$ cat config.mk
export PLATFORM = sky130hd
export DESIGN_NAME = greedy_cash_change_breakdown
export DESIGN_NICKNAME = d
export VERILOG_FILES = /design/src/rtl/gccb_pkg.sv /design/src/rtl/gccb_datapath.sv /design/src/rtl/gccb_ctrl.sv /design/src/rtl/greedy_cash_change_breakdown.sv
export SDC_FILE = /design/constraint.sdc
export NUM_CORES = 1
export LEC_CHECK = 0
export ABC_AREA = 1
export ABC_CLOCK_PERIOD_IN_PS = 8350
export BUFFER_PORTS_ARGS = -buffer_cell sky130_fd_sc_hd__buf_2
export CORE_MARGIN = 8
export CORE_UTILIZATION = 25
export DETAILED_ROUTE_END_ITERATION = 7
export HOLD_SLACK_MARGIN = 0.02
export PLACE_DENSITY = 0.47
export SLEW_MARGIN = 0
export SYNTH_ARGS = -nofsm -noshare
export SYNTH_HDL_FRONTEND = slang
export SYNTH_SLANG_ARGS = --single-unit
$ cat constraint.sdc
create_clock -name clk_i -period 8.35 [get_ports clk_i]
set_clock_uncertainty 0.1 [all_clocks]
set_input_delay 1.67 -clock clk_i [delete_from_list [all_inputs] [get_ports clk_i]]
set_output_delay 1.67 -clock clk_i [all_outputs]
set_load 0.05 [all_outputs]
$ cat src/rtl/gccb_pkg.sv
package gccb_pkg;

  localparam int unsigned DenomNum = 10;
  localparam int unsigned DenIdxW  = 4;
  localparam int unsigned DenomW   = 16;
  // remainder after the 50000s is below the largest denomination
  localparam int unsigned RemW     = DenomW;
  localparam int unsigned Cnt0W    = 9;
  localparam int unsigned SubCntW  = 2;
  localparam int unsigned LeftW    = 6;

  // 50000 = 16 * 3125: drop the low 4 bits, then multiply by the rounded-up
  // reciprocal of 3125; floor(y * QUOT_MUL / 2^40) equals floor(y / 3125) for y below 2^28
  localparam int unsigned AmtExtW   = 32;
  localparam int unsigned PreShift  = 4;
  localparam int unsigned MulW      = 29;
  localparam int unsigned QuotShift = 40;
  localparam int unsigned ProdW     = AmtExtW - PreShift + MulW;
  localparam int unsigned QuotW     = ProdW - QuotShift;
  localparam logic [MulW-1:0] QUOT_MUL = 29'd351843721;

  localparam logic [DenomW-1:0] DENOM_TAB [DenomNum] = '{
    16'd50000, 16'd20000, 16'd10000, 16'd5000, 16'd2000,
    16'd1000,  16'd500,   16'd200,   16'd100,  16'd50
  };

  localparam logic [DenIdxW-1:0] DEN_FIRST_SUB = 4'd1;
  localparam logic [DenIdxW-1:0] DEN_LAST      = 4'd9;
  localparam logic [Cnt0W-1:0]   CNT0_MAX      = 9'd511;

  typedef struct packed {
    logic               load;
    logic               quot_step;
    logic               rem_step;
    logic               sub_step;
    logic               out_load;
    logic [DenIdxW-1:0] den_idx;
  } gccb_cmd_t;

  typedef struct packed {
    logic rest_ge;
  } gccb_stat_t;

endpackage

$ cat src/rtl/gccb_datapath.sv
module gccb_datapath import gccb_pkg::*; #(
  parameter int unsigned AMOUNT_BITS = 24
) (
  input  logic                   clk_i,
  input  logic [AMOUNT_BITS-1:0] amount_i,
  input  gccb_cmd_t              cmd_i,
  output gccb_stat_t             stat_o,
  output logic [8:0]             count_fifty_thousand_o,
  output logic [1:0]             count_twenty_thousand_o,
  output logic                   count_ten_thousand_o,
  output logic                   count_five_thousand_o,
  output logic [1:0]             count_two_thousand_o,
  output logic                   count_one_thousand_o,
  output logic                   count_five_hundred_o,
  output logic [1:0]             count_two_hundred_o,
  output logic                   count_one_hundred_o,
  output logic                   count_fifty_o,
  output logic [5:0]             leftover_o
);

  logic [AMOUNT_BITS-1:0] amt_q;
  logic [QuotW-1:0]       quot_q;
  logic [RemW-1:0]        rem_q;
  logic [SubCntW-1:0]     cnt_q [1:DenomNum-1];

  logic [AmtExtW-1:0]     amt_ext;
  logic [ProdW-1:0]       prod;
  logic [AmtExtW-1:0]     rem_full;
  logic [RemW-1:0]        sub_denom;
  logic                   sub_ge;
  logic [Cnt0W-1:0]       cnt0;

  assign amt_ext   = AmtExtW'(amt_q);
  // quotient by 50000 through the reciprocal, remainder in the following cycle
  assign prod      = ProdW'(amt_ext[AmtExtW-1:PreShift]) * ProdW'(QUOT_MUL);
  assign rem_full  = amt_ext - AmtExtW'(quot_q) * AmtExtW'(DENOM_TAB[0]);
  assign sub_denom = RemW'(DENOM_TAB[cmd_i.den_idx]);
  assign sub_ge    = rem_q >= sub_denom;

  assign stat_o.rest_ge = sub_ge;

  // saturate the quotient to the 9-bit count
  assign cnt0 = (|quot_q[QuotW-1:Cnt0W]) ? CNT0_MAX : quot_q[Cnt0W-1:0];

  always_ff @(posedge clk_i) begin
    if (cmd_i.load) begin
      amt_q <= amount_i;
      for (int k = 1; k < DenomNum; k++) begin
        cnt_q[k] <= '0;
      end
    end else if (cmd_i.quot_step) begin
      quot_q <= prod[QuotShift +: QuotW];
    end else if (cmd_i.rem_step) begin
      rem_q <= rem_full[RemW-1:0];
    end else if (cmd_i.sub_step && sub_ge) begin
      rem_q                  <= rem_q - sub_denom;
      cnt_q[cmd_i.den_idx]   <= cnt_q[cmd_i.den_idx] + SubCntW'(1);
    end
  end

  always_ff @(posedge clk_i) begin
    if (cmd_i.out_load) begin
      count_fifty_thousand_o  <= cnt0;
      count_twenty_thousand_o <= cnt_q[1];
      count_ten_thousand_o    <= cnt_q[2][0];
      count_five_thousand_o   <= cnt_q[3][0];
      count_two_thousand_o    <= cnt_q[4];
      count_one_thousand_o    <= cnt_q[5][0];
      count_five_hundred_o    <= cnt_q[6][0];
      count_two_hundred_o     <= cnt_q[7];
      count_one_hundred_o     <= cnt_q[8][0];
      count_fifty_o           <= cnt_q[9][0];
      leftover_o              <= rem_q[LeftW-1:0];
    end
  end

endmodule

$ cat src/rtl/gccb_ctrl.sv
module gccb_ctrl import gccb_pkg::*; (
  input  logic       clk_i,
  input  logic       rst_ni,
  input  logic       in_valid_i,
  output logic       in_stall_o,
  output logic       out_valid_o,
  input  logic       out_stall_i,
  input  gccb_stat_t stat_i,
  output gccb_cmd_t  cmd_o
);

  typedef enum logic [2:0] {
    ST_IDLE,
    ST_QUOT,
    ST_REM,
    ST_SUB,
    ST_DONE
  } state_e;

  state_e             state_q;
  logic [DenIdxW-1:0] den_idx_q;
  logic               out_valid_q;
  logic               out_free;
  logic               in_take;

  assign in_stall_o  = (state_q != ST_IDLE);
  assign in_take     = in_valid_i && (state_q == ST_IDLE);
  assign out_valid_o = out_valid_q;
  assign out_free    = !out_valid_q || !out_stall_i;

  always_comb begin
    cmd_o           = '0;
    cmd_o.den_idx   = den_idx_q;
    cmd_o.load      = in_take;
    cmd_o.quot_step = (state_q == ST_QUOT);
    cmd_o.rem_step  = (state_q == ST_REM);
    cmd_o.sub_step  = (state_q == ST_SUB);
    cmd_o.out_load  = (state_q == ST_DONE) && out_free;
  end

  always_ff @(posedge clk_i or negedge rst_ni) begin
    if (!rst_ni) begin
      state_q     <= ST_IDLE;
      den_idx_q   <= DEN_FIRST_SUB;
      out_valid_q <= 1'b0;
    end else begin
      // drop the result once the transaction completes
      if (out_valid_q && !out_stall_i) begin
        out_valid_q <= 1'b0;
      end
      case (state_q)
        ST_IDLE: begin
          if (in_valid_i) begin
            state_q <= ST_QUOT;
          end
        end
        ST_QUOT: begin
          state_q <= ST_REM;
        end
        ST_REM: begin
          den_idx_q <= DEN_FIRST_SUB;
          state_q   <= ST_SUB;
        end
        ST_SUB: begin
          // stay on a denomination while it still fits, else advance
          if (!stat_i.rest_ge) begin
            if (den_idx_q == DEN_LAST) begin
              state_q <= ST_DONE;
            end else begin
              den_idx_q <= den_idx_q + DenIdxW'(1);
            end
          end
        end
        ST_DONE: begin
          if (out_free) begin
            out_valid_q <= 1'b1;
            state_q     <= ST_IDLE;
          end
        end
        default: begin
          state_q <= ST_IDLE;
        end
      endcase
    end
  end

endmodule

$ cat src/rtl/greedy_cash_change_breakdown.sv
// From an accepted amount to out_valid_o: the reciprocal multiply gives the 50000s, then the
// remainder is taken, then each subtract or denomination advance is one step (9 advances
// plus up to 12 subtracts), and last the result is loaded.
// Only one amount is in flight; the next is accepted once the controller is back in idle,
// which waits while the result register still holds a stalled earlier result.
// Reset (rst_ni low, asynchronous) returns the controller to idle and clears out_valid_o.
module greedy_cash_change_breakdown import gccb_pkg::*; #(
  parameter int unsigned AMOUNT_BITS = 24
) (
  input  logic                   clk_i,
  input  logic                   rst_ni,
  input  logic                   in_valid_i,
  output logic                   in_stall_o,
  input  logic [AMOUNT_BITS-1:0] amount_i,
  output logic                   out_valid_o,
  input  logic                   out_stall_i,
  output logic [8:0]             count_fifty_thousand_o,
  output logic [1:0]             count_twenty_thousand_o,
  output logic                   count_ten_thousand_o,
  output logic                   count_five_thousand_o,
  output logic [1:0]             count_two_thousand_o,
  output logic                   count_one_thousand_o,
  output logic                   count_five_hundred_o,
  output logic [1:0]             count_two_hundred_o,
  output logic                   count_one_hundred_o,
  output logic                   count_fifty_o,
  output logic [5:0]             leftover_o
);

  gccb_cmd_t  cmd;
  gccb_stat_t stat;

  gccb_ctrl u_ctrl (
    .clk_i      (clk_i),
    .rst_ni     (rst_ni),
    .in_valid_i (in_valid_i),
    .in_stall_o (in_stall_o),
    .out_valid_o(out_valid_o),
    .out_stall_i(out_stall_i),
    .stat_i     (stat),
    .cmd_o      (cmd)
  );

  gccb_datapath #(
    .AMOUNT_BITS(AMOUNT_BITS)
  ) u_datapath (
    .clk_i                  (clk_i),
    .amount_i               (amount_i),
    .cmd_i                  (cmd),
    .stat_o                 (stat),
    .count_fifty_thousand_o (count_fifty_thousand_o),
    .count_twenty_thousand_o(count_twenty_thousand_o),
    .count_ten_thousand_o   (count_ten_thousand_o),
    .count_five_thousand_o  (count_five_thousand_o),
    .count_two_thousand_o   (count_two_thousand_o),
    .count_one_thousand_o   (count_one_thousand_o),
    .count_five_hundred_o   (count_five_hundred_o),
    .count_two_hundred_o    (count_two_hundred_o),
    .count_one_hundred_o    (count_one_hundred_o),
    .count_fifty_o          (count_fifty_o),
    .leftover_o             (leftover_o)
  );

  a_busy_after_accept: assert property (@(posedge clk_i) disable iff (!rst_ni)
    (in_valid_i && !in_stall_o) |=> in_stall_o)
    else $error("input not stalled after accepting an amount");

  a_leftover_range: assert property (@(posedge clk_i) disable iff (!rst_ni)
    out_valid_o |-> (leftover_o < 6'd50))
    else $error("leftover not below smallest denomination");

  a_sub_counts: assert property (@(posedge clk_i) disable iff (!rst_ni)
    out_valid_o |-> (count_twenty_thousand_o != 2'd3) && (count_two_thousand_o != 2'd3)
                    && (count_two_hundred_o != 2'd3))
    else $error("denomination count out of range");

  a_load_only_when_free: assert property (@(posedge clk_i) disable iff (!rst_ni)
    cmd.out_load |-> (!out_valid_o || !out_stall_i))
    else $error("result register overwritten while stalled");

endmodule
==> metrics.cfg <==
[status]
status = completed

[layout]
nNetsFinal = 2438
antenna_cells = 0
syn2layout_area_growth_pct = 11.40
final_common_cell = inv_1
nFillCells = 7025
layout_common_cells = inv_1 (417), ha_1 (304), nand2_1 (279), fa_1 (199), nor2_1 (115)
drive_above_1_share = 0.07656

[worst_setup_path]
reg2reg_to = u_datapath.quot_q[7]$_DFFE_PP_
required_ns = 8.43
critPathLaunch = u_datapath.amt_q[14]$_DFFE_PP_
crit_slowest_cell = edfxtp_1
regToRegStartpoint = u_datapath.amt_q[14]$_DFFE_PP_
crit_buf_inv = 5
worstPathArrival_ns = 6.46
cp_max_fo = 8
end_kind = flop
cp-start-kind = flop
path_class = reg -> reg
critical-path-top-delay-family = adder cells
regToRegSetupSlack_ns = 1.97
crit_chain = ha_1, inv_1, fa_1, inv_1, fa_1, fa_1, fa_1, fa_1, inv_1, fa_1, inv_1, ha_1, nand2_1, inv_1, nand2_1, nor2_1, nor2_1, o21ai_0, nand3_1, nand4_1, nand2_1
rr_worst_depth = 21
slowest_delay_ns = 0.89
crit_path_frequent_cell = fa_1

[detailed_routing]
wl_met3_um = 1722
drc = 0
via_per_inst = 4.399
vias = 12250
drt_iter0_drc = 613
drt_wl_total_um = 46710
routed-wl-met2_um = 22230
first_pass_iters = 5
drt-met1-wl_um = 21860
top_layer = met4
wl_per_cell_um = 16.78
antenna_left = 0

[timing]
fin_setup_tns_ns = 0
rsz0062_at_grt = false
worst_pin_slew_ns = 0.8310
period_minus_slack_ns = 6.380
fmax_ghz = 0.1567
timing.slew.headroom = 0.4460
slew_viol_final = 0
post-route-period-util = 0.7641
setup_viol = 0
hold_viol_final = 0

[synthesis]
synth.largest_area_cell = fa_1
synthFlopType = edfxtp_1
syn_avg_cell_area_um2 = 9.112
yosysTopAreaCellShare = 0.2385
synth_seq_cells = 116
synth_area_leaders = fa_1 (24%), ha_1 (23%), edfxtp_1 (19%), inv_1 (9.4%), nand2_1 (6.3%)
synth_area_mm2 = 0.01670
synth_nets = 2364
yosysSeqAreaShare = 0.2062
yosysWarnings = 0
synth_edf_count = 108
ys_types = 50
async_reset_ff_frac = 0.06897
synthCells = 1833

[floorplan]
initial_core_util = 0.2531
num_io_pins = 57
rows = 94
die_area_mm2 = 0.07534
die_y_um = 274.5
fp.dieW_um = 274.5
coreArea_mm2 = 0.06598

[clock_network]
tritoncts = done
hold_buffers = 0
htreeDepth = 4
cts_setup_buffers = 0
numCtsBuffers = 17
cts-root-buf = clkbuf_16
clockBufferDepth = 2
clk_latency_ns = 0.45
post_cts_resized = 0
cts_sinks = 116
clkTransAtPathRegs_ns = 0.06

[placement]
place.gp.congestion = 0.8537
place_hpwl_um = 40140
numPortBuffers = 56

[grt]
grt_pass1_wl_um = 73690
antenna_found_initial = 0
track_usage = 0.1271
grt_overflow = 0
grt_max_degree = 28
grt_pass1_vias = 13050

[flow_run]
drv_cap = 0

[min_path]
whs_endpoint = u_datapath.leftover_o[1]$_DFFE_PP_
min_from = u_datapath.rem_q[1]$_DFFE_PP_
min_path_type = reg -> reg
hold-path-cell-count = 0

cells in the mapped netlist, drive strengths merged (8+ instances only):
library cell / number
inv: 420
ha: 304
nand2: 293
fa: 199
nor2: 134
edfxtp: 108
a21oi: 86
o21ai: 77
nand3: 59
nand4: 19
nor3: 19
a21o: 18
xnor2: 12
xor2: 9
o21bai: 8
flip-flops by register name, indices dropped and copies added, names as in the netlist, 2 cells and up:
signal,count
u_datapath.quot_q,9
u_datapath.rem_q,16
count_two_hundred_o,2
u_datapath.count_fifty_thousand_o,9
u_ctrl.den_idx_q,4
u_datapath.amt_q,24
u_datapath.leftover_o,6
u_datapath.cnt_q,32
count_two_thousand_o,2
count_twenty_thousand_o,2
u_ctrl.state_q,3
layout make-up:
class,count,area (um^2),area share
well taps,864,1081,0.05810
inverters,421,1583,0.08506
multi-input cells,1286,11610,0.6242
flip-flops and latches,116,3445,0.1851
repair buffers,65,347.8,0.01869
clock buffers,18,429.2,0.02307
clock inverters,14,107.6,0.005783
metrics by stage:
| stage | instances | worst slack [ns] | hold WS, ns | cell area [um^2] | utilization |
|---|---|---|---|---|---|
| global route | 2784 | 1.613 | 0.3664 | 18610 | 0.2820 |
| CTS | 2784 | 1.897 | 0.3531 | 18610 | 0.2820 |
| finish | 2784 | 1.970 | 0.3517 | 18610 | 0.2820 |
| global placement | 2752 | 1.902 | 0.3380 | 18070 | 0.2739 |
| detailed placement | 2752 | 1.919 | 0.3357 | 18070 | 0.2739 |
| floorplan | 1833 | 2.763 | 0.3174 | 16700 | - |
worst max path at each step:
| stage | to | cells after the start | slack (ns) |
|---|---|---|---|
| 3_5_place_dp | u_datapath.quot_q[7]$_DFFE_PP_ | 19 | 1.92 |
| 3_3_place_gp | u_datapath.quot_q[7]$_DFFE_PP_ | 19 | 1.90 |
| 2_1_floorplan | u_datapath.quot_q[2]$_DFFE_PP_ | 19 | 2.76 |
| 6_report | u_datapath.quot_q[7]$_DFFE_PP_ | 21 | 1.97 |
| 5_1_grt | u_datapath.quot_q[7]$_DFFE_PP_ | 19 | 1.61 |
| 4_1_cts | u_datapath.quot_q[7]$_DFFE_PP_ | 19 | 1.90 |
worst reg2reg max path, delay by kind of cell (launching register included):
kind / cells / cell delay (ns)
flip-flops: 1 / 0.89
AND/OR/NAND/NOR: 7 / 0.74
adder cells (fa/ha/maj): 8 / 3.80
buffers and inverters: 5 / 0.38
AO/OA/AOI/OAI: 1 / 0.22
cells by family after synthesis:
| logic type | count (synthesis) | synth area share |
|---|---|---|
| xor+xnor | 21 | 0.01101 |
| fa+ha+maj | 503 | 0.4663 |
| compound gates | 217 | 0.07364 |
| simple gates | 545 | 0.1441 |
| buf+inv | 431 | 0.09873 |
| flops | 116 | 0.2062 |
routing by layer:
metal	global-route usage	vias to the layer above
met5	0	-
li1	-	6052
met3	0.01899	45
met4	0.03278	0
met2	0.2150	208
met1	0.1683	5943
Power is left out: the tool's default activity adds up to more than one toggle a clock period on the data nets, which glitch-free logic cannot reach.
